==> src/hdl/sc1kbd_pkg.sv <==
// ---------------------------------------------------------------------------
// sc1kbd_pkg
// Shared types, scancode constants and the set 1 decode table for the
// keyboard character FIFO.
// ---------------------------------------------------------------------------
package sc1kbd_pkg;

   localparam logic [7:0] PREFIX_EXT = 8'hE0;
   localparam logic [7:0] ARROW_UP   = 8'h48;
   localparam logic [7:0] ARROW_DOWN = 8'h50;
   localparam logic [7:0] ARROW_LEFT = 8'h4B;
   localparam logic [7:0] ARROW_RIGHT = 8'h4D;

   localparam logic [6:0] CHAR_W = 7'h77;
   localparam logic [6:0] CHAR_S = 7'h73;
   localparam logic [6:0] CHAR_A = 7'h61;
   localparam logic [6:0] CHAR_D = 7'h64;

   localparam int CHAR_BITS = 7;

   // US QWERTY make codes 0x00..0x39, padded with zero up to 0x3F
   localparam logic [6:0] QWERTY_TBL [64] = '{
      7'h00, 7'h1B, 7'h31, 7'h32, 7'h33, 7'h34, 7'h35, 7'h36,
      7'h37, 7'h38, 7'h39, 7'h30, 7'h2D, 7'h3D, 7'h08, 7'h09,
      7'h71, 7'h77, 7'h65, 7'h72, 7'h74, 7'h79, 7'h75, 7'h69,
      7'h6F, 7'h70, 7'h5B, 7'h5D, 7'h0A, 7'h00, 7'h61, 7'h73,
      7'h64, 7'h66, 7'h67, 7'h68, 7'h6A, 7'h6B, 7'h6C, 7'h3B,
      7'h27, 7'h60, 7'h00, 7'h5C, 7'h7A, 7'h78, 7'h63, 7'h76,
      7'h62, 7'h6E, 7'h6D, 7'h2C, 7'h2E, 7'h2F, 7'h00, 7'h00,
      7'h00, 7'h20, 7'h00, 7'h00, 7'h00, 7'h00, 7'h00, 7'h00
   };

   typedef struct packed {
      logic       operation;
      logic       data_ready;
      logic [7:0] scancode;
   } req_type;

   typedef struct packed {
      logic [6:0] char_out;
      logic       char_valid;
      logic       has_char;
      logic       dropped;
   } rsp_type;

   // classified command passed from front to back
   typedef struct packed {
      logic       is_pop;
      logic       push;
      logic [6:0] ch;
   } cmd_type;

endpackage

==> src/hdl/sc1kbd_ram.sv <==
// ---------------------------------------------------------------------------
// sc1kbd_ram
// Generic single write port, single read port RAM with registered read.
// ---------------------------------------------------------------------------
module sc1kbd_ram #(
   parameter int WIDTH = 8,
   parameter int DEPTH = 16
) (
   input  logic                     clock,
   input  logic                     wr_en,
   input  logic [$clog2(DEPTH)-1:0] wr_addr,
   input  logic [WIDTH-1:0]         wr_data,
   input  logic                     rd_en,
   input  logic [$clog2(DEPTH)-1:0] rd_addr,
   output logic [WIDTH-1:0]         rd_data
);

   logic [WIDTH-1:0] mem_ff [DEPTH];
   logic [WIDTH-1:0] rd_data_ff;

   always_ff @(posedge clock) begin
      if (wr_en) begin
         mem_ff[wr_addr] <= wr_data;
      end
      if (rd_en) begin
         rd_data_ff <= mem_ff[rd_addr];
      end
   end

   assign rd_data = rd_data_ff;

endmodule

==> src/hdl/sc1kbd_front.sv <==
// ---------------------------------------------------------------------------
// sc1kbd_front
// Accepts requests, tracks the 0xE0 prefix and decodes make codes into
// commands for the back end.
// ---------------------------------------------------------------------------
module sc1kbd_front (
   input  logic                clock,
   input  logic                reset,
   input  logic                req_valid,
   input  logic                req_ready,
   input  sc1kbd_pkg::req_type req_data,
   output logic                cmd_valid,
   output sc1kbd_pkg::cmd_type cmd_data
);

   logic       ext_ff;
   logic       ext_in;
   logic       accept;
   logic [6:0] key_ch;

   assign accept = req_valid && req_ready;

   always_comb begin
      key_ch = '0;
      if (ext_ff) begin
         case (req_data.scancode)
            sc1kbd_pkg::ARROW_UP:    key_ch = sc1kbd_pkg::CHAR_W;
            sc1kbd_pkg::ARROW_DOWN:  key_ch = sc1kbd_pkg::CHAR_S;
            sc1kbd_pkg::ARROW_LEFT:  key_ch = sc1kbd_pkg::CHAR_A;
            sc1kbd_pkg::ARROW_RIGHT: key_ch = sc1kbd_pkg::CHAR_D;
            default:                 key_ch = '0;
         endcase
      end else if (req_data.scancode[7:6] == 2'b00) begin
         key_ch = sc1kbd_pkg::QWERTY_TBL[req_data.scancode[5:0]];
      end
   end

   always_comb begin
      cmd_data = '0;
      ext_in   = ext_ff;
      if (accept) begin
         if (req_data.operation) begin
            cmd_data.is_pop = 1'b1;
         end else if (req_data.data_ready) begin
            if (req_data.scancode == sc1kbd_pkg::PREFIX_EXT) begin
               ext_in = 1'b1;
            end else if (!req_data.scancode[7]) begin
               cmd_data.ch   = key_ch;
               cmd_data.push = (key_ch != '0);
               ext_in        = 1'b0;
            end else begin
               ext_in = 1'b0;
            end
         end
      end
   end

   assign cmd_valid = accept;

   always_ff @(posedge clock) begin
      if (reset) begin
         ext_ff <= 1'b0;
      end else begin
         ext_ff <= ext_in;
      end
   end

endmodule

==> src/hdl/sc1kbd_queue.sv <==
// ---------------------------------------------------------------------------
// sc1kbd_queue
// Two-entry command queue between front and back.
// ---------------------------------------------------------------------------
module sc1kbd_queue (
   input  logic                clock,
   input  logic                reset,
   input  logic                push_valid,
   input  sc1kbd_pkg::cmd_type push_data,
   output logic                push_ready,
   output logic                pop_valid,
   output sc1kbd_pkg::cmd_type pop_data,
   input  logic                pop_ready
);

   sc1kbd_pkg::cmd_type slot_ff [2];
   logic       wr_idx_ff;
   logic       wr_idx_in;
   logic       rd_idx_ff;
   logic       rd_idx_in;
   logic [1:0] count_ff;
   logic [1:0] count_in;
   logic       do_push;
   logic       do_pop;

   assign push_ready = (count_ff != 2'd2);
   assign pop_valid  = (count_ff != 2'd0);
   assign pop_data   = slot_ff[rd_idx_ff];
   assign do_push    = push_valid && push_ready;
   assign do_pop     = pop_valid && pop_ready;

   always_comb begin
      wr_idx_in = do_push ? ~wr_idx_ff : wr_idx_ff;
      rd_idx_in = do_pop ? ~rd_idx_ff : rd_idx_ff;
      count_in  = count_ff;
      if (do_push && !do_pop) begin
         count_in = count_ff + 2'd1;
      end else if (do_pop && !do_push) begin
         count_in = count_ff - 2'd1;
      end
   end

   always_ff @(posedge clock) begin
      if (do_push) begin
         slot_ff[wr_idx_ff] <= push_data;
      end
   end

   always_ff @(posedge clock) begin
      if (reset) begin
         wr_idx_ff <= 1'b0;
         rd_idx_ff <= 1'b0;
         count_ff  <= 2'd0;
      end else begin
         wr_idx_ff <= wr_idx_in;
         rd_idx_ff <= rd_idx_in;
         count_ff  <= count_in;
      end
   end

endmodule

==> src/hdl/sc1kbd_back.sv <==
// ---------------------------------------------------------------------------
// sc1kbd_back
// Executes push and pop commands on the character ring buffer and holds
// the response register.
// ---------------------------------------------------------------------------
module sc1kbd_back #(
   parameter int DEPTH = 128
) (
   input  logic                clock,
   input  logic                reset,
   input  logic                cmd_valid,
   input  sc1kbd_pkg::cmd_type cmd_data,
   output logic                cmd_ready,
   output logic                rsp_valid,
   input  logic                rsp_ready,
   output sc1kbd_pkg::rsp_type rsp_data
);

   localparam int PTR_W = $clog2(DEPTH);
   localparam logic [PTR_W-1:0] LAST = PTR_W'(DEPTH - 1);

   logic [PTR_W-1:0] wr_ptr_ff;
   logic [PTR_W-1:0] wr_ptr_in;
   logic [PTR_W-1:0] rd_ptr_ff;
   logic [PTR_W-1:0] rd_ptr_in;
   logic [PTR_W-1:0] wr_nxt;
   logic [PTR_W-1:0] rd_nxt;
   logic             out_valid_ff;
   logic             out_valid_in;
   logic             cv_ff;
   logic             cv_in;
   logic             has_ff;
   logic             has_in;
   logic             drop_ff;
   logic             drop_in;
   logic             take;
   logic             ram_we;
   logic             ram_re;
   logic [sc1kbd_pkg::CHAR_BITS-1:0] ram_q;

   assign cmd_ready = !out_valid_ff || rsp_ready;
   assign take      = cmd_valid && cmd_ready;
   assign wr_nxt    = (wr_ptr_ff == LAST) ? '0 : wr_ptr_ff + PTR_W'(1);
   assign rd_nxt    = (rd_ptr_ff == LAST) ? '0 : rd_ptr_ff + PTR_W'(1);

   always_comb begin
      wr_ptr_in = wr_ptr_ff;
      rd_ptr_in = rd_ptr_ff;
      ram_we    = 1'b0;
      ram_re    = 1'b0;
      cv_in     = 1'b0;
      drop_in   = 1'b0;
      if (take) begin
         if (cmd_data.is_pop) begin
            if (wr_ptr_ff != rd_ptr_ff) begin
               ram_re    = 1'b1;
               cv_in     = 1'b1;
               rd_ptr_in = rd_nxt;
            end
         end else if (cmd_data.push) begin
            if (wr_nxt == rd_ptr_ff) begin
               drop_in = 1'b1;
            end else begin
               ram_we    = 1'b1;
               wr_ptr_in = wr_nxt;
            end
         end
      end
      has_in = (wr_ptr_in != rd_ptr_in);
      if (take) begin
         out_valid_in = 1'b1;
      end else if (rsp_ready) begin
         out_valid_in = 1'b0;
      end else begin
         out_valid_in = out_valid_ff;
      end
   end

   sc1kbd_ram #(
      .WIDTH (sc1kbd_pkg::CHAR_BITS),
      .DEPTH (DEPTH)
   ) u_store (
      .clock   (clock),
      .wr_en   (ram_we),
      .wr_addr (wr_ptr_ff),
      .wr_data (cmd_data.ch),
      .rd_en   (ram_re),
      .rd_addr (rd_ptr_ff),
      .rd_data (ram_q)
   );

   always_ff @(posedge clock) begin
      if (take) begin
         cv_ff   <= cv_in;
         has_ff  <= has_in;
         drop_ff <= drop_in;
      end
   end

   always_ff @(posedge clock) begin
      if (reset) begin
         wr_ptr_ff    <= '0;
         rd_ptr_ff    <= '0;
         out_valid_ff <= 1'b0;
      end else begin
         wr_ptr_ff    <= wr_ptr_in;
         rd_ptr_ff    <= rd_ptr_in;
         out_valid_ff <= out_valid_in;
      end
   end

   assign rsp_valid           = out_valid_ff;
   assign rsp_data.char_out   = cv_ff ? ram_q : '0;
   assign rsp_data.char_valid = cv_ff;
   assign rsp_data.has_char   = has_ff;
   assign rsp_data.dropped    = drop_ff;

   a_ptr_range: assert property (@(posedge clock) disable iff (reset)
      (wr_ptr_ff <= LAST) && (rd_ptr_ff <= LAST))
      else $error("ring pointer out of range");

   a_pop_no_drop: assert property (@(posedge clock) disable iff (reset)
      rsp_valid |-> !(rsp_data.char_valid && rsp_data.dropped))
      else $error("pop result flagged as dropped");

   a_pop_has_ptr_move: assert property (@(posedge clock) disable iff (reset)
      (take && cv_in) |=> ($past(rd_ptr_ff) != rd_ptr_ff))
      else $error("pop did not advance read pointer");

   a_hold_stalled: assert property (@(posedge clock) disable iff (reset)
      (out_valid_ff && !rsp_ready) |=> (out_valid_ff && $stable(rsp_data)))
      else $error("response changed while stalled");

endmodule

==> src/hdl/scancode_set1_keyboard_fifo_core.sv <==
// ---------------------------------------------------------------------------
// scancode_set1_keyboard_fifo_core
// PS/2 scancode set 1 decoder feeding a character ring buffer.
// ---------------------------------------------------------------------------
// Each request is either a keyboard event (decoded through the set 1 US
// QWERTY table, with 0xE0-prefixed arrows giving w/s/a/d) or a pop of the
// oldest buffered character; every request yields exactly one response.
// The buffer holds DEPTH-1 characters; a push into a full buffer is flagged
// as dropped. Throughput is one request per clock while responses are not
// stalled: the front decodes at accept, a two-entry queue hands commands
// to the back end, which updates the pointers and issues one RAM access per
// request. A command is registered in a queue slot, then in the response
// register and registered RAM read. The store needs no clearing after reset.
module scancode_set1_keyboard_fifo_core #(
   parameter int DEPTH = 128
) (
   input  logic                clock,
   input  logic                reset,
   input  logic                req_valid,
   output logic                req_ready,
   input  sc1kbd_pkg::req_type req_data,
   output logic                rsp_valid,
   input  logic                rsp_ready,
   output sc1kbd_pkg::rsp_type rsp_data
);

   logic                f_valid;
   sc1kbd_pkg::cmd_type f_data;
   logic                q_valid;
   sc1kbd_pkg::cmd_type q_data;
   logic                q_ready;

   sc1kbd_front u_front (
      .clock     (clock),
      .reset     (reset),
      .req_valid (req_valid),
      .req_ready (req_ready),
      .req_data  (req_data),
      .cmd_valid (f_valid),
      .cmd_data  (f_data)
   );

   sc1kbd_queue u_queue (
      .clock      (clock),
      .reset      (reset),
      .push_valid (f_valid),
      .push_data  (f_data),
      .push_ready (req_ready),
      .pop_valid  (q_valid),
      .pop_data   (q_data),
      .pop_ready  (q_ready)
   );

   sc1kbd_back #(
      .DEPTH (DEPTH)
   ) u_back (
      .clock     (clock),
      .reset     (reset),
      .cmd_valid (q_valid),
      .cmd_data  (q_data),
      .cmd_ready (q_ready),
      .rsp_valid (rsp_valid),
      .rsp_ready (rsp_ready),
      .rsp_data  (rsp_data)
   );

endmodule

==> config.mk <==
export PLATFORM = sky130hd
export DESIGN_NAME = scancode_set1_keyboard_fifo_core
export DESIGN_NICKNAME = d
export VERILOG_FILES = /design/src/hdl/sc1kbd_pkg.sv /design/src/hdl/sc1kbd_ram.sv /design/src/hdl/sc1kbd_front.sv /design/src/hdl/sc1kbd_queue.sv /design/src/hdl/sc1kbd_back.sv /design/src/hdl/scancode_set1_keyboard_fifo_core.sv
export SDC_FILE = /design/constraint.sdc
export NUM_CORES = 1
export LEC_CHECK = 0
export BUFFER_PORTS_ARGS = -buffer_cell sky130_fd_sc_hd__buf_2
export CAP_MARGIN = 20
export CORE_MARGIN = 2
export CORE_UTILIZATION = 65
export CTS_BUF_LIST = sky130_fd_sc_hd__clkbuf_4 sky130_fd_sc_hd__clkbuf_8 sky130_fd_sc_hd__clkbuf_16
export CTS_CLUSTER_SIZE = 25
export DETAILED_ROUTE_END_ITERATION = 8
export PLACE_DENSITY = 0.81
export SYNTH_ARGS = -nofsm -noshare
export SYNTH_HDL_FRONTEND = slang
export SYNTH_SLANG_ARGS = --single-unit
==> constraint.sdc <==
create_clock -name clock -period 7.04 [get_ports clock]
set_input_delay 0.352 -clock clock [delete_from_list [all_inputs] [get_ports clock]]
set_output_delay 0.352 -clock clock [all_outputs]
set_load 0.01 [all_outputs]
==> results of run 1 <==
==> final timing paths <==
path | from | to | slack (ps) | depth (start not counted)
setup / recovery | u_back.wr_ptr_ff[1]$_SDFF_PP0_ | u_back.u_store.mem_ff[78][1]$_DFFE_PP_ | 2400 | 8
hold / removal | rsp_ready | u_back.rsp_valid$_SDFFE_PP0P_ | 60 | 3
setup reg to reg | u_back.wr_ptr_ff[1]$_SDFF_PP0_ | u_back.u_store.mem_ff[78][1]$_DFFE_PP_ | 2400 | 8
hold reg to reg | u_queue.rd_idx_ff$_SDFFE_PP0P_ | u_queue.rd_idx_ff$_SDFFE_PP0P_ | 520 | 2
==> report_power, final <==
part | total [µW] | internal, µW | switching [µW]
logic | 1310 | 290 | 1020
registers | 6860 | 6800 | 59.0
clock network | 4880 | 2840 | 2040
total | 13000 | 9930 | 3120
==> metal layers <==
metal / vias to the layer above / share of wire
met5: - / 0.00014
li1: 7687 / -
met4: 2 / 0.031
met1: 10100 / 0.37
met3: 198 / 0.10
met2: 1451 / 0.50
==> cells in the final DEF (no fill, tap or decap), drive strengths merged, types with 10 or more instances in the layout <==
master    n
nor2b    11
xnor2    17
nand3    21
bufinv   11
nand2    44
nor2    178
xor2     10
nand4    11
mux2     16
clkinv   38
o21ai    31
clkbuf  107
buf      46
inv      20
edfxtp  924
and2     12
dfxtp    21
ha       17
a21oi    26
mux4    295
==> flip-flops by register name, summed over array words and instances (netlist names), named ones only <==
| register | flops |
|---|---|
| u_back.rsp_valid | 1 |
| u_back.u_store.mem_ff | 896 |
| u_back.drop_ff | 1 |
| u_back.u_store.rd_data | 7 |
| u_back.has_ff | 1 |
| u_front.ext_ff | 1 |
| u_back.cv_ff | 1 |
| u_back.wr_ptr_ff | 7 |
| u_back.rd_ptr_ff | 7 |
| u_queue.slot_ff | 18 |
| u_queue.rd_idx_ff | 1 |
| u_queue.wr_idx_ff | 1 |
| u_queue.count_ff | 2 |
==> area by class of cell <==
type	instances	share of cell area
tap	765	0.0228
sequential	945	0.672
timing repair buffer	46	0.00752
inverter	18	0.00161
clock buffer	107	0.0572
multi-input combinational	780	0.225
clock inverter	57	0.0139
==> per-stage QoR <==
step	worst slack [ps]	instance area, µm²	total power [µW]	std cells	util
CTS	2570	41900	13100	2717	0.725
detailed placement	2600	38900	8280	2553	0.674
floorplan	4080	38100	7670	1849	-
global route	2140	42000	13400	2718	0.726
finish	2400	42000	13100	2718	0.726
global placement	2810	38900	8240	2553	0.674
==> cell families after synthesis <==
group | synth area share
flops | 0.739
mux | 0.181
simple gates | 0.0366
buf+inv | 0.0143
compound gates | 0.0173
xor+xnor | 0.00620
fa+ha+maj | 0.00558
==> worst max-delay path, stage by stage (launching register included) <==
cell	delay, ps
dfxtp_1	680
ha_1	390
nand3_1	190
nor2_1	370
a21oi_1	110
o2111a_1	410
nor3_1	470
nand3_2	810
nor2_1	830
==> load_flow_metrics.sql, run 1 <==
INSERT INTO impl_metrics (metric_group, metric, value, unit) VALUES
('clock_network', 'post_cts_resized', '0', ''),
('clock_network', 'numCtsBuffers', '89', ''),
('die', 'io_pins', '26', ''),
('logic_synthesis', 'synth.lib_cells_used.distinct', '60', ''),
('drt', 'drt-total-wl', '90500', 'µm'),
('clock_network', 'post_cts.repair.setup_buffers', '0', ''),
('drt', 'postRouteAntennaNets', '0', ''),
('die', 'die-width', '246', 'µm'),
('sta', 'fin_crit_share', '0.659', ''),
('clock_network', 'cts_hold_repair.buffers', '0', ''),
('logic_synthesis', 'sequential_fraction_of_the_synthesis_area', '0.739', ''),
('global_route', 'antenna_found_initial', '1', ''),
('logic_synthesis', 'synth_edf_count', '924', ''),
('logic_synthesis', 'synth_area_per_cell', '20.6', 'µm²'),
('job', 'maxCapViolations', '0', ''),
('sta', 'setup_tns', '0', 'ps'),
('global_route', 'grt_pass1_wl', '134000', 'µm'),
('placement', 'routabilityCongestion', '0.949', ''),
('drt', 'routed-via-count', '19400', ''),
('global_route', 'grt.busiest_layer', 'met2', ''),
('critical_path', 'required', '7300', 'ps'),
('cells_and_area', 'finalNetCount', '1911', ''),
('die', 'placementRows', '88', ''),
('critical_path', 'cp-end-kind', 'flop', ''),
('clock_network', 'cts_tree', 'yes', ''),
('placement', 'hpwlAfterDp', '51500', 'µm'),
('clock_network', 'ctsRootBufferMaster', 'clkbuf_16', ''),
('sta', 'skew', '23.8', 'ps'),
('drt', 'detail_route.wl_per_cell', '33.3', 'µm'),
('global_route', 'global_route.usage.met2', '0.494', ''),
('logic_synthesis', 'synthTopCellsByArea', 'edfxtp_1, mux4_2, nor2_1', ''),
('global_route', 'vias_in_the_first_global_route', '19100', ''),
('power', 'power.static_leakage', '0.0126', 'µW'),
('logic_synthesis', 'synth.largest_area_cell', 'edfxtp_1', ''),
('die', 'initial_utilization', '0.659', ''),
('clock_network', 'cts_htree_levels', '3', ''),
('sta', 'slew_violations', '0', ''),
('clock_network', 'clk_pin_slew_worst_paths', '60', 'ps'),
('logic_synthesis', 'yosys-top-cells-count', 'edfxtp_1, mux4_2, nor2_1', ''),
('cells_and_area', 'multi_input_comb_area', '9450', 'µm²'),
('logic_synthesis', 'yosys_register_bits', '945', ''),
('cells_and_area', 'area_growth', '10.1', '%'),
('critical_path', 'worst_ep_arrival_time', '4900', 'ps'),
('sta', 'timing.final.setup_violations', '0', ''),
('cells_and_area', 'seqCellArea', '28200', 'µm²'),
('cells_and_area', 'fillers', '3113', ''),
('logic_synthesis', 'synthesis.instances', '1849', ''),
('sta', 'final_period_minus_worst_setup_slack', '4640', 'ps'),
('sta', 'grt_setup_unrepaired', 'false', ''),
('logic_synthesis', 'synthMostInstantiatedCell', 'edfxtp_1', ''),
('clock_network', 'cts.sinks', '945', ''),
('placement', 'port_buffers', '25', ''),
('clock_network', 'clock_path_buffers', '3', ''),
('critical_path', 'timing_worst_setup_path_type', 'reg -> reg', ''),
('global_route', 'remaining_global_route_overflow', '0', ''),
('logic_synthesis', 'synth.top_cell.area_share', '0.728', ''),
('sta', 'slew_at_the_pin_with_the_worst_max_slew_slack', '1100', 'ps'),
('power', 'worst_ir_drop_vdd', '0.000237', 'V'),
('logic_synthesis', 'yosysWarningCount', '0', ''),
('status', 'status', 'finished, final reports clean', ''),
('sta', 'max_slew_margin', '0.269', ''),
('die', 'dieArea', '60600', 'µm²'),
('sta', 'fmaxAchievable', '0.216', 'GHz'),
('power', 'pwr_density_cell', '311', 'nW/µm²'),
('critical_path', 'critPathMaxFanout', '16', ''),
('drt', 'drt_iter0_drc', '2832', ''),
('drt', 'vias_per_cell', '7.15', ''),
('cells_and_area', 'final_layout_size_suffix_gt1_frac', '0.267', ''),
('global_route', 'gr-usage-met1', '0.452', ''),
('hold_path', 'holdCritPathClass', 'in -> reg', ''),
('die', 'die_boundary_height', '246', 'µm');
Power figures use the tool's default switching activity.
==> inputs of run 2 (changes only) <==
CORE_UTILIZATION = 57   (was 65)
PLACE_DENSITY = 0.76   (was 0.81)
clock period = 4 ns   (was 7.04 ns; I/O delays follow)
==> run 2 against run 1 <==
Against the previous run:
- clock-buffer cell count unchanged
- sequential share of layout area down 1.2 points
- die area up 14%
- sequential power up 75%
- critical path depth unchanged
- clock skew up 2.9 ps
- register-to-register slack worse by 2000 ps
- global-route usage down 5.5 points
- routed wire length down 4.9%
- critical endpoint is now u_back.u_store.mem_ff[98][6]$_DFFE_PP_
==> load_flow_metrics.sql, run 2 (synthesis gave the netlist of run 1 again) <==
INSERT INTO impl_metrics (metric_group, metric, value, unit) VALUES
('die', 'placementRows', '94', ''),
('sta', 'final_period_minus_worst_setup_slack', '3590', 'ps'),
('global_route', 'antenna_found_initial', '0', ''),
('hold_path', 'holdCritPathClass', 'in -> reg', ''),
('power', 'power.static_leakage', '0.0129', 'µW'),
('drt', 'drtPass1Iterations', '5', ''),
('drt', 'drc', '0', ''),
('critical_path', 'startpoint_type_of_the_worst_setup_path', 'flop', ''),
('cells_and_area', 'largest_reg_by_ff_count', 'u_back.u_store.mem_ff', ''),
('cells_and_area', 'finalNetCount', '1959', ''),
('die', 'die-width', '263', 'µm'),
('drt', 'detail_route.wl_per_cell', '30.0', 'µm'),
('cells_and_area', 'finalInstanceArea', '42700', 'µm²'),
('cells_and_area', 'final_common_cell', 'edfxtp_1', ''),
('critical_path', 'cp-end-kind', 'flop', ''),
('global_route', 'vias_in_the_first_global_route', '19300', ''),
('clock_network', 'clk_pin_slew_worst_paths', '60', 'ps'),
('cells_and_area', 'antenna_cells', '0', ''),
('sta', 'fin_crit_share', '0.898', ''),
('global_route', 'remaining_global_route_overflow', '0', ''),
('die', 'initial_utilization', '0.578', ''),
('critical_path', 'worst_ep_arrival_time', '3840', 'ps'),
('global_route', 'grt_pass1_wl', '129000', 'µm'),
('sta', 'max_slew_margin', '0.442', ''),
('sta', 'setup_tns', '0', 'ps'),
('power', 'worst_ir_drop_vdd', '0.000454', 'V'),
('sta', 'timing.final.setup_violations', '0', ''),
('cells_and_area', 'final_cell_mix', 'edfxtp_1, mux4_2, nor2_1', ''),
('drt', 'routed-via-count', '19000', ''),
('clock_network', 'clock_path_buffers', '3', ''),
('global_route', 'grt.total_usage', '0.256', ''),
('clock_network', 'clk_latency', '640', 'ps'),
('sta', 'skew', '26.7', 'ps'),
('job', 'maxCapViolations', '0', ''),
('critical_path', 'timing_worst_setup_path_type', 'reg -> reg', ''),
('die', 'design.core.area', '66000', 'µm²'),
('placement', 'post_dp_cell_area', '39600', 'µm²'),
('clock_network', 'numCtsBuffers', '91', ''),
('drt', 'postRouteAntennaNets', '0', ''),
('placement', 'hpwlAfterDp', '50700', 'µm'),
('sta', 'final-hold-violation-count', '0', ''),
('sta', 'finalHoldWorstSlack', '210', 'ps'),
('power', 'pwr_density_cell', '542', 'nW/µm²'),
('critical_path', 'critPathMaxFanout', '13', ''),
('global_route', 'grt_max_degree', '129', ''),
('clock_network', 'cts_tree', 'yes', ''),
('cells_and_area', 'largest_registers', 'u_back.u_store.mem_ff: 896 flops, u_queue.slot_ff: 18 flops', ''),
('sta', 'slew_violations', '0', ''),
('cells_and_area', 'postLayoutCoreUtil', '0.648', ''),
('drt', 'drt_iter0_drc', '2469', ''),
('placement', 'port_buffers', '25', ''),
('cells_and_area', 'final_layout_size_suffix_gt1_frac', '0.279', ''),
('clock_network', 'cts.sinks', '945', ''),
('placement', 'routabilityCongestion', '0.885', ''),
('die', 'dieArea', '69000', 'µm²'),
('clock_network', 'ctsRootBufferMaster', 'clkbuf_16', ''),
('drt', 'vias_per_cell', '6.61', ''),
('sta', 'slew_at_the_pin_with_the_worst_max_slew_slack', '837', 'ps'),
('critical_path', 'required', '4250', 'ps'),
('drt', 'drt-total-wl', '86100', 'µm'),
('sta', 'grt_setup_unrepaired', 'false', ''),
('sta', 'fmaxAchievable', '0.278', 'GHz'),
('die', 'die_boundary_height', '263', 'µm'),
('die', 'io_pins', '26', ''),
('cells_and_area', 'largest_register_ffs', '896', ''),
('clock_network', 'cts_htree_levels', '3', ''),
('cells_and_area', 'area_growth', '12.1', '%'),
('status', 'status', 'finished, final reports clean', '');
-- run 2: cell types whose count changed in the layout (fill, tap and decap cells not counted), sizes merged --
| cell | change |
|---|---|
| dlygate4sd3 | +7 |
| clkinv | -1 |
| inv | -1 |
| clkinvlp | +3 |
| buf | +39 |
| bufinv | +3 |
-- run 2: final cells by class --
cell class / instances / area (µm²)
sequential: 945 / 28200
fill: 4116 / 23300
multi-input combinational: 780 / 9430
clock buffer: 107 / 2410
tap: 864 / 1080
timing repair buffer: 92 / 871
clock inverter: 61 / 682
inverter: 18 / 67.6
-- run 2: path summary, 6_finish.rpt --
kind | startpoint | to | slack, ps | depth (start not counted)
max reg2reg | u_back.wr_ptr_ff[2]$_SDFF_PP0_ | u_back.u_store.mem_ff[98][6]$_DFFE_PP_ | 410 | 8
min | req_data[7] | u_queue.slot_ff[1][6]$_DFFE_PP_ | 210 | 3
max | u_back.wr_ptr_ff[2]$_SDFF_PP0_ | u_back.u_store.mem_ff[98][6]$_DFFE_PP_ | 410 | 8
min reg2reg | u_queue.count_ff[1]$_SDFFE_PP0P_ | u_queue.count_ff[1]$_SDFFE_PP0P_ | 520 | 2
-- run 2: routing by layer --
layer | GRT usage | share of wire | vias up
li1 | - | - | 7794
met1 | 0.370 | 0.39 | 9961
met2 | 0.405 | 0.49 | 1015
met3 | 0.0459 | 0.089 | 188
met4 | 0.0798 | 0.032 | 0
met5 | 0 | 0 | -
-- run 2: timing repair --
action                                 CTS  global route
endpoints found under the hold margin   18             0
buffers inserted                         0             0
gates resized for setup                  0             0
hold buffers                             7             0
-- run 2: where the power goes --
part / switching, µW / internal [µW]
combinational: 1710 / 607
sequential: 81.6 / 12000
clock: 3580 / 5230
-- run 2: critical path, cell delays in order, from the launching register on --
cell and delay [ps]:
dfxtp_1 610, nand3_1 240, nor2_1 360, a21oi_1 100
o2111a_1 400, nor3_1 450, nand3_1 190, buf_4 270
nor2_1 570
-- run 2: per-stage QoR --
stage | setup slack (ps) | total power [µW] | std cells
2_1_floorplan | 1040 | 13500 | 1849
3_3_place_gp | 608 | 14500 | 2692
3_5_place_dp | 535 | 14600 | 2692
4_1_cts | 486 | 23300 | 2867
5_1_grt | 255 | 23800 | 2867
6_report | 407 | 23200 | 2867
